[config.mk]
export PLATFORM = sky130hd
export DESIGN_NAME = decimating_window_capture
export DESIGN_NICKNAME = d
export VERILOG_FILES = /design/src/rtl/core/dwc_pkg.sv /design/src/rtl/core/dwc_in_reg.sv /design/src/rtl/core/dwc_capture.sv /design/src/rtl/core/decimating_window_capture.sv
export SDC_FILE = /design/constraint.sdc
export NUM_CORES = 1
export LEC_CHECK = 0
export ABC_AREA = 0
export BUFFER_PORTS_ARGS = -buffer_cell sky130_fd_sc_hd__clkbuf_2
export CORE_AREA = 2 2 107 109
export DETAILED_ROUTE_END_ITERATION = 8
export DIE_AREA = 0 0 109 111
export PLACE_DENSITY = 0.77
export SLEW_MARGIN = 20
export SYNTH_ARGS = -nofsm -noshare
export SYNTH_HDL_FRONTEND = slang
export SYNTH_SLANG_ARGS = --single-unit
[constraint.sdc]
create_clock -name aclk -period 4.5 [get_ports aclk]
set_input_delay 0.9 -clock aclk [delete_from_list [all_inputs] [get_ports aclk]]
set_output_delay 0.9 -clock aclk [all_outputs]
set_load 0.02 [all_outputs]
[src/rtl/core/dwc_pkg.sv]
package dwc_pkg;

    localparam int unsigned DECIMATION_DEFAULT = 8;
    localparam int unsigned MAX_WINDOW_DEFAULT = 44096;
    localparam int unsigned AUDIO_RATE_HZ      = 44100;
    localparam int unsigned WINDOW_RESET       = 11024;

    localparam int unsigned SAMPLE_W = 16;
    localparam int unsigned MIX_W    = 17;
    localparam int unsigned ADDR_W   = 16;
    localparam int unsigned OUT_W    = 56;

    typedef enum logic {
        FUNC_FRAME   = 1'b0,
        FUNC_RELEASE = 1'b1
    } func_t;

    typedef enum logic [1:0] {
        STATUS_OPEN      = 2'd0,
        STATUS_HANDOFF   = 2'd1,
        STATUS_COOLDOWN  = 2'd2,
        STATUS_DISCARDED = 2'd3
    } status_t;

    typedef struct packed {
        func_t                func;
        logic [SAMPLE_W-1:0]  left_sample;
        logic [SAMPLE_W-1:0]  right_sample;
    } item_t;

endpackage

[src/rtl/core/dwc_in_reg.sv]
module dwc_in_reg (
    input  logic           aclk,
    input  logic           aresetn,
    input  logic           in_valid,
    output logic           in_ready,
    input  dwc_pkg::item_t in_item,
    output logic           out_valid,
    input  logic           out_ready,
    output dwc_pkg::item_t out_item
);

    logic           valid_reg;
    dwc_pkg::item_t item_reg;

    assign in_ready  = !valid_reg || out_ready;
    assign out_valid = valid_reg;
    assign out_item  = item_reg;

    always_ff @(posedge aclk) begin
        if (!aresetn) begin
            valid_reg <= 1'b0;
        end else if (in_ready) begin
            valid_reg <= in_valid;
        end
    end

    always_ff @(posedge aclk) begin
        if (in_ready && in_valid) begin
            item_reg <= in_item;
        end
    end

endmodule

[src/rtl/core/dwc_capture.sv]
module dwc_capture #(
    parameter int unsigned DECIMATION = dwc_pkg::DECIMATION_DEFAULT,
    parameter int unsigned MAX_WINDOW = dwc_pkg::MAX_WINDOW_DEFAULT
) (
    input  logic                       aclk,
    input  logic                       aresetn,
    input  logic                       cfg_wr_en,
    input  logic [15:0]                cfg_wr_data,
    input  logic                       in_valid,
    output logic                       in_ready,
    input  dwc_pkg::item_t             in_item,
    output logic                       m_tvalid,
    input  logic                       m_tready,
    output logic [dwc_pkg::OUT_W-1:0]  m_tdata
);

    localparam int unsigned PHASE_W    = (DECIMATION > 1) ? $clog2(DECIMATION) : 1;
    localparam int unsigned MIN_WINDOW = dwc_pkg::AUDIO_RATE_HZ / DECIMATION;
    localparam int unsigned RST_LO     = (dwc_pkg::WINDOW_RESET < MIN_WINDOW) ?
                                         MIN_WINDOW : dwc_pkg::WINDOW_RESET;
    localparam int unsigned RST_WINDOW = (RST_LO > MAX_WINDOW) ? MAX_WINDOW : RST_LO;
    localparam int unsigned AW         = dwc_pkg::ADDR_W;

    logic [PHASE_W-1:0] phase_reg, phase_next;
    logic [AW-1:0]      fill_reg, fill_next;
    logic               active_reg, active_next;
    logic               cooldown_reg, cooldown_next;
    logic               pending_reg, pending_next;
    logic               pending_buf_reg, pending_buf_next;
    logic [AW-1:0]      window_reg;
    logic [AW-1:0]      cfg_lo, cfg_clamped;

    logic                          valid_reg;
    logic [dwc_pkg::OUT_W-1:0]     data_reg, data_next;
    logic                          emit;
    logic                          kept;
    logic [AW-1:0]                 fill_inc;
    logic [dwc_pkg::MIX_W-1:0]     mix;
    dwc_pkg::status_t              status;
    logic                          hbuf;
    logic [AW-1:0]                 hlen;

    assign in_ready = !valid_reg || m_tready;
    assign m_tvalid = valid_reg;
    assign m_tdata  = data_reg;

    assign cfg_lo      = (cfg_wr_data < AW'(MIN_WINDOW)) ? AW'(MIN_WINDOW) : cfg_wr_data;
    assign cfg_clamped = (cfg_lo > AW'(MAX_WINDOW)) ? AW'(MAX_WINDOW) : cfg_lo;

    always_comb begin
        phase_next       = phase_reg;
        fill_next        = fill_reg;
        active_next      = active_reg;
        cooldown_next    = cooldown_reg;
        pending_next     = pending_reg;
        pending_buf_next = pending_buf_reg;
        emit             = 1'b0;
        status           = dwc_pkg::STATUS_OPEN;
        hbuf             = 1'b0;
        hlen             = '0;
        kept             = (phase_reg == '0);
        fill_inc         = fill_reg + AW'(1);
        mix = {in_item.left_sample[15], in_item.left_sample}
            + {in_item.right_sample[15], in_item.right_sample};

        if (in_valid && in_ready) begin
            case (in_item.func)
                dwc_pkg::FUNC_RELEASE: begin
                    pending_next = 1'b0;
                end
                dwc_pkg::FUNC_FRAME: begin
                    phase_next = (phase_reg == PHASE_W'(DECIMATION - 1)) ?
                                 '0 : phase_reg + PHASE_W'(1);
                    if (kept) begin
                        emit      = 1'b1;
                        fill_next = fill_inc;
                        if (fill_inc >= window_reg) begin
                            fill_next = '0;
                            if (cooldown_reg) begin
                                cooldown_next = 1'b0;
                                status        = dwc_pkg::STATUS_COOLDOWN;
                            end else if (!pending_reg) begin
                                pending_next     = 1'b1;
                                pending_buf_next = active_reg;
                                hbuf             = active_reg;
                                hlen             = fill_inc;
                                active_next      = !active_reg;
                                cooldown_next    = 1'b1;
                                status           = dwc_pkg::STATUS_HANDOFF;
                            end else begin
                                status = dwc_pkg::STATUS_DISCARDED;
                            end
                        end
                    end
                end
                default: begin
                    pending_next = pending_reg;
                end
            endcase
        end

        // {pad, handoff_length, handoff_buffer, window_status, write_address,
        //  buffer_select, mixed_sample}
        data_next = {3'b000, hlen, hbuf, status, fill_reg, active_reg, mix};
    end

    always_ff @(posedge aclk) begin
        if (!aresetn) begin
            phase_reg       <= '0;
            fill_reg        <= '0;
            active_reg      <= 1'b0;
            cooldown_reg    <= 1'b0;
            pending_reg     <= 1'b0;
            pending_buf_reg <= 1'b0;
            window_reg      <= AW'(RST_WINDOW);
            valid_reg       <= 1'b0;
        end else begin
            if (cfg_wr_en) begin
                window_reg   <= cfg_clamped;
                phase_reg    <= '0;
                fill_reg     <= '0;
                cooldown_reg <= 1'b0;
                pending_reg  <= 1'b0;
            end else begin
                phase_reg    <= phase_next;
                fill_reg     <= fill_next;
                cooldown_reg <= cooldown_next;
                pending_reg  <= pending_next;
            end
            active_reg      <= active_next;
            pending_buf_reg <= pending_buf_next;
            if (in_ready) begin
                valid_reg <= emit;
            end
        end
    end

    always_ff @(posedge aclk) begin
        if (emit) begin
            data_reg <= data_next;
        end
    end

endmodule

[src/rtl/core/decimating_window_capture.sv]
// Decimating window capture. Stereo frames arrive on the s_ stream (s_tuser low);
// one frame in DECIMATION is kept, mixed to a 17-bit left+right sum and sent on the
// m_ stream with its ping-pong buffer and write address for an external buffer
// memory. The result of the last sample of a window carries the window status and,
// on a handoff, the handed-off buffer and its length. A request with s_tuser high
// releases the handed-off buffer and gives no result. Writing window_length
// (clamped to 44100/DECIMATION..MAX_WINDOW) restarts capture; write only while idle.
// Rate: one request per cycle while m_tready keeps up; each accepted request passes
// the input register, then the state update and the result register.
module decimating_window_capture #(
    parameter int unsigned DECIMATION = dwc_pkg::DECIMATION_DEFAULT,
    parameter int unsigned MAX_WINDOW = dwc_pkg::MAX_WINDOW_DEFAULT
) (
    input  logic        aclk,
    input  logic        aresetn,
    input  logic        cfg_wr_en,
    input  logic [15:0] cfg_wr_data,   // window_length
    input  logic        s_tvalid,
    output logic        s_tready,
    input  logic [31:0] s_tdata,       // left_sample, right_sample
    input  logic [0:0]  s_tuser,       // func
    output logic        m_tvalid,
    input  logic        m_tready,
    output logic [55:0] m_tdata        // mixed_sample, buffer_select, write_address,
                                       // window_status, handoff_buffer,
                                       // handoff_length, zero pad
);

    dwc_pkg::item_t s_item;
    dwc_pkg::item_t q_item;
    logic           q_valid;
    logic           q_ready;

    assign s_item.func         = dwc_pkg::func_t'(s_tuser[0]);
    assign s_item.left_sample  = s_tdata[15:0];
    assign s_item.right_sample = s_tdata[31:16];

    dwc_in_reg u_in_reg (
        .aclk      (aclk),
        .aresetn   (aresetn),
        .in_valid  (s_tvalid),
        .in_ready  (s_tready),
        .in_item   (s_item),
        .out_valid (q_valid),
        .out_ready (q_ready),
        .out_item  (q_item)
    );

    dwc_capture #(
        .DECIMATION (DECIMATION),
        .MAX_WINDOW (MAX_WINDOW)
    ) u_capture (
        .aclk        (aclk),
        .aresetn     (aresetn),
        .cfg_wr_en   (cfg_wr_en),
        .cfg_wr_data (cfg_wr_data),
        .in_valid    (q_valid),
        .in_ready    (q_ready),
        .in_item     (q_item),
        .m_tvalid    (m_tvalid),
        .m_tready    (m_tready),
        .m_tdata     (m_tdata)
    );

endmodule

==> flow_metrics.tcl <==
set metrics [dict create \
    fillers 809 \
    crit_type "flop to flop" \
    die_y_um 111 \
    cp_data_required_time_ns 4.66 \
    dp_hpwl_mm 8.485 \
    yosys.area_share.simple_pct 14.08 \
    synthesis.area_um2 5858 \
    synth_compound_area_share_pct 11.96 \
    end_kind "flop" \
    grt_pass1_vias 4169 \
    clockBufferDepth 2 \
    place.gp.congestion 0.8949 \
    path_cells "ha_1 -> nand3_1 -> nor2_1 -> nand4_1 -> xor2_1 -> inv_1 -> ha_1 -> a211oi_1 -> o21ai_0 -> a221oi_1 -> o21a_2 -> nand3b_4 -> nor2_1" \
    finalSetupViolations 0 \
    tightest_slew_ns 0.7901 \
    cts_setup_buffers 0 \
    drv_slew 0 \
    dieArea_um2 12100 \
    worstHoldPathType "flop to flop" \
    grt_overflow 0 \
    maxCapViolations 0 \
    synth-edff-count 86 \
    crit_buf_inv 1 \
    synth-main-ff-cell "edfxtp_1" \
    drt_iter0_drc 332 \
    syn_inst 511 \
    synthAdderAreaFrac_pct 8.031 \
    critPathLaunchType "flop" \
    synth.ff_latch_count 126 \
    htreeDepth 4 \
    area_delta_synth_final_pct 21.40 \
    drt-pass1-iter-count 5 \
    post-route-period-util_pct 78.12 \
    synth_top_family_by_area "simple AND/OR/NAND/NOR gates" \
    dp_cells 751 \
    cts_made_buffers 17 \
    async_flop_share_pct 0 \
    cp_slowest_stage_delay_ns 0.48 \
    tns_ns 0 \
    core_um2 11080 \
    layoutNonFillerInstCount 783 \
    nets 718 \
    seq_area_frac_synth_pct 57.75 \
    cts_hold_buf 0 \
    clkTransAtPathRegs_ns 0.05 \
    n_antenna_cell 0 \
    cellLeakagePower_nw 2.977 \
    avgSynthCellArea_um2 11.46 \
    ant_nets 0 \
    grt_pass1_wl_mm 19.72 \
    post-place-ws_ns 1.119 \
    wire_per_inst_um 15.60 \
    synth_xor_area_share_pct 3.439 \
    largest_reg_flops 53 \
    avgViaCountPerCell 5.469 \
    cts.sinks 126 \
    min_period_ns 3.515 \
    portBuffers 108 \
    initial_core_util_pct 52.89 \
    fin_ws_ns 0.9846 \
    final_area_um2 7112 \
    track_usage_pct 21.44 \
    dpl_cell_area_um2 6519 \
    relSlewSlack_pct 47.13 \
    ioPinCount 112 \
    ys_types 65 \
    finClkSkew_ns 0.01088 \
    clk_latency_ns 0.42 \
    arrival_ns 3.68 \
    cts_resized 0 \
    cp_top_family "compound AO/OA/AOI/OAI gates" \
    drt-total-wl_mm 12.22 \
    power_density_nw_per_um2 408.3 \
    peakVddDrop_mv 0.2888 \
    slowest_stage "dfxtp_1" \
    antenna_found_initial 0 \
    vias 4282 \
    die_w_um 109 \
    num_rows 39 \
    grt_start_max_net_pins 62 \
    fmax_ghz 0.2845 \
    crit_fanout 19 \
    rsz0062_at_grt "no" \
    cts_tree "yes" \
    synth_mux_area_share_pct 0.7048 \
    clockRootBuffer "clkbuf_16" \
    layout-drive-gt1-share_pct 23.59 \
    timing.final.hold_violations 0 \
    outcome "completed" \
    yosys_warnings 0 \
    drc_errors 0 \
]
==> routing by layer <==
metal  track usage [%]  part of all wire, %  vias up
li1                  -                    -     2081
met1             25.60                   42     2001
met2             34.78                   49      175
met3             5.938                  6.4       25
met4             11.37                  2.2        0
met5                 0                    0        -
==> worst register-to-register path, stage by stage, from the launching register on <==
cell,delay (ns)
dfxtp_1,0.48
ha_1,0.25
nand3_1,0.20
nor2_1,0.27
nand4_1,0.14
xor2_1,0.23
inv_1,0.07
ha_1,0.21
a211oi_1,0.24
o21ai_0,0.13
a221oi_1,0.36
o21a_2,0.29
nand3b_4,0.30
nor2_1,0.09
==> Yosys cell counts, types with 2 or more instances <==
master / count / area [um^2]
nor2_1: 41 / 153.9
xnor2_1: 10 / 87.58
o31ai_1: 2 / 15.01
and3_1: 3 / 18.77
ha_1: 36 / 450.4
or3_1: 3 / 18.77
nand3_1: 9 / 45.04
buf_4: 4 / 30.03
nor2b_1: 12 / 75.07
dfxtp_1: 40 / 800.8
nand2_1: 40 / 150.1
a21o_1: 2 / 15.01
o22ai_1: 3 / 18.77
a32o_1: 4 / 40.04
o21ai_0: 33 / 165.2
o21ai_1: 2 / 10.01
o211ai_1: 6 / 45.04
and4_1: 2 / 17.52
o21a_1: 4 / 30.03
clkbuf_1: 8 / 30.03
nor3_1: 5 / 25.02
or3_4: 2 / 22.52
nand2b_1: 12 / 75.07
mux2i_1: 3 / 30.03
a21oi_1: 25 / 125.1
a31oi_1: 5 / 31.28
a211oi_1: 5 / 37.54
xor2_1: 13 / 113.9
nand4_1: 6 / 37.54
edfxtp_1: 86 / 2582
and2_1: 4 / 25.02
inv_1: 38 / 142.6
nor4_1: 4 / 25.02
nor2_2: 2 / 12.51
nor4b_1: 2 / 17.52
a221oi_1: 2 / 17.52
nand3b_1: 4 / 30.03
a21boi_0: 2 / 15.01
==> final timing paths <==
check	from	to	slack (ns)	cells after the start
min	u_capture.pending_reg	u_capture.pending_reg	0.47	1
max reg2reg	u_capture.fill_reg[0]	u_capture.m_tdata[40]	0.98	13
max	u_capture.fill_reg[0]	u_capture.m_tdata[40]	0.98	13
min reg2reg	u_capture.pending_reg	u_capture.pending_reg	0.47	1
==> kinds of logic after synthesis <==
kind of cell / count (synthesis)
xor+xnor: 23
simple gates: 158
buf+inv: 54
mux: 4
fa+ha+maj: 37
flops: 126
compound gates: 108
other cells: 1
==> metrics by stage <==
stage,hold slack (ns),total power [mW],util (%)
finish,0.4685,2.904,64.20
global route,0.4943,3.009,64.20
CTS,0.4701,2.923,64.20
detailed placement,0.4583,1.562,58.85
global placement,0.4521,1.549,58.85
floorplan,0.4029,1.485,-
==> where the power goes <==
group	switching [mW]	internal, mW
Clock	0.453	0.905
Sequential	0.0151	1.29
Combinational	0.150	0.0949
==> cell usage in the layout, fill, tap and decap left out, types with 4 or more instances in the layout <==
cell	n
o211ai_1	6
nor4_1	4
nor3_1	5
clkbuf_16	17
clkbuf_2	108
xor2_1	13
inv_1	38
xnor2_1	10
a31oi_1	5
nand3_1	9
dfxtp_1	40
o21a_1	4
nand3b_1	4
nand4_1	6
o21ai_0	33
a211oi_1	5
a32o_1	4
nor2b_1	12
and2_1	4
nand2b_1	12
edfxtp_1	86
clkbuf_1	4
ha_1	36
nor2_1	41
a21oi_1	25
nand2_1	40
==> final cells by class <==
class	instances	area (um^2)	share of cell area [%]
Sequential cell	126	3383	47.57
Multi-Input combinational cell	333	2250	31.63
Timing Repair Buffer	110	555.5	7.811
Clock buffer	24	481.7	6.773
Tap cell	143	178.9	2.516
Inverter	39	151.4	2.129
Clock inverter	8	111.4	1.566
(Power assumes the default switching activity.)
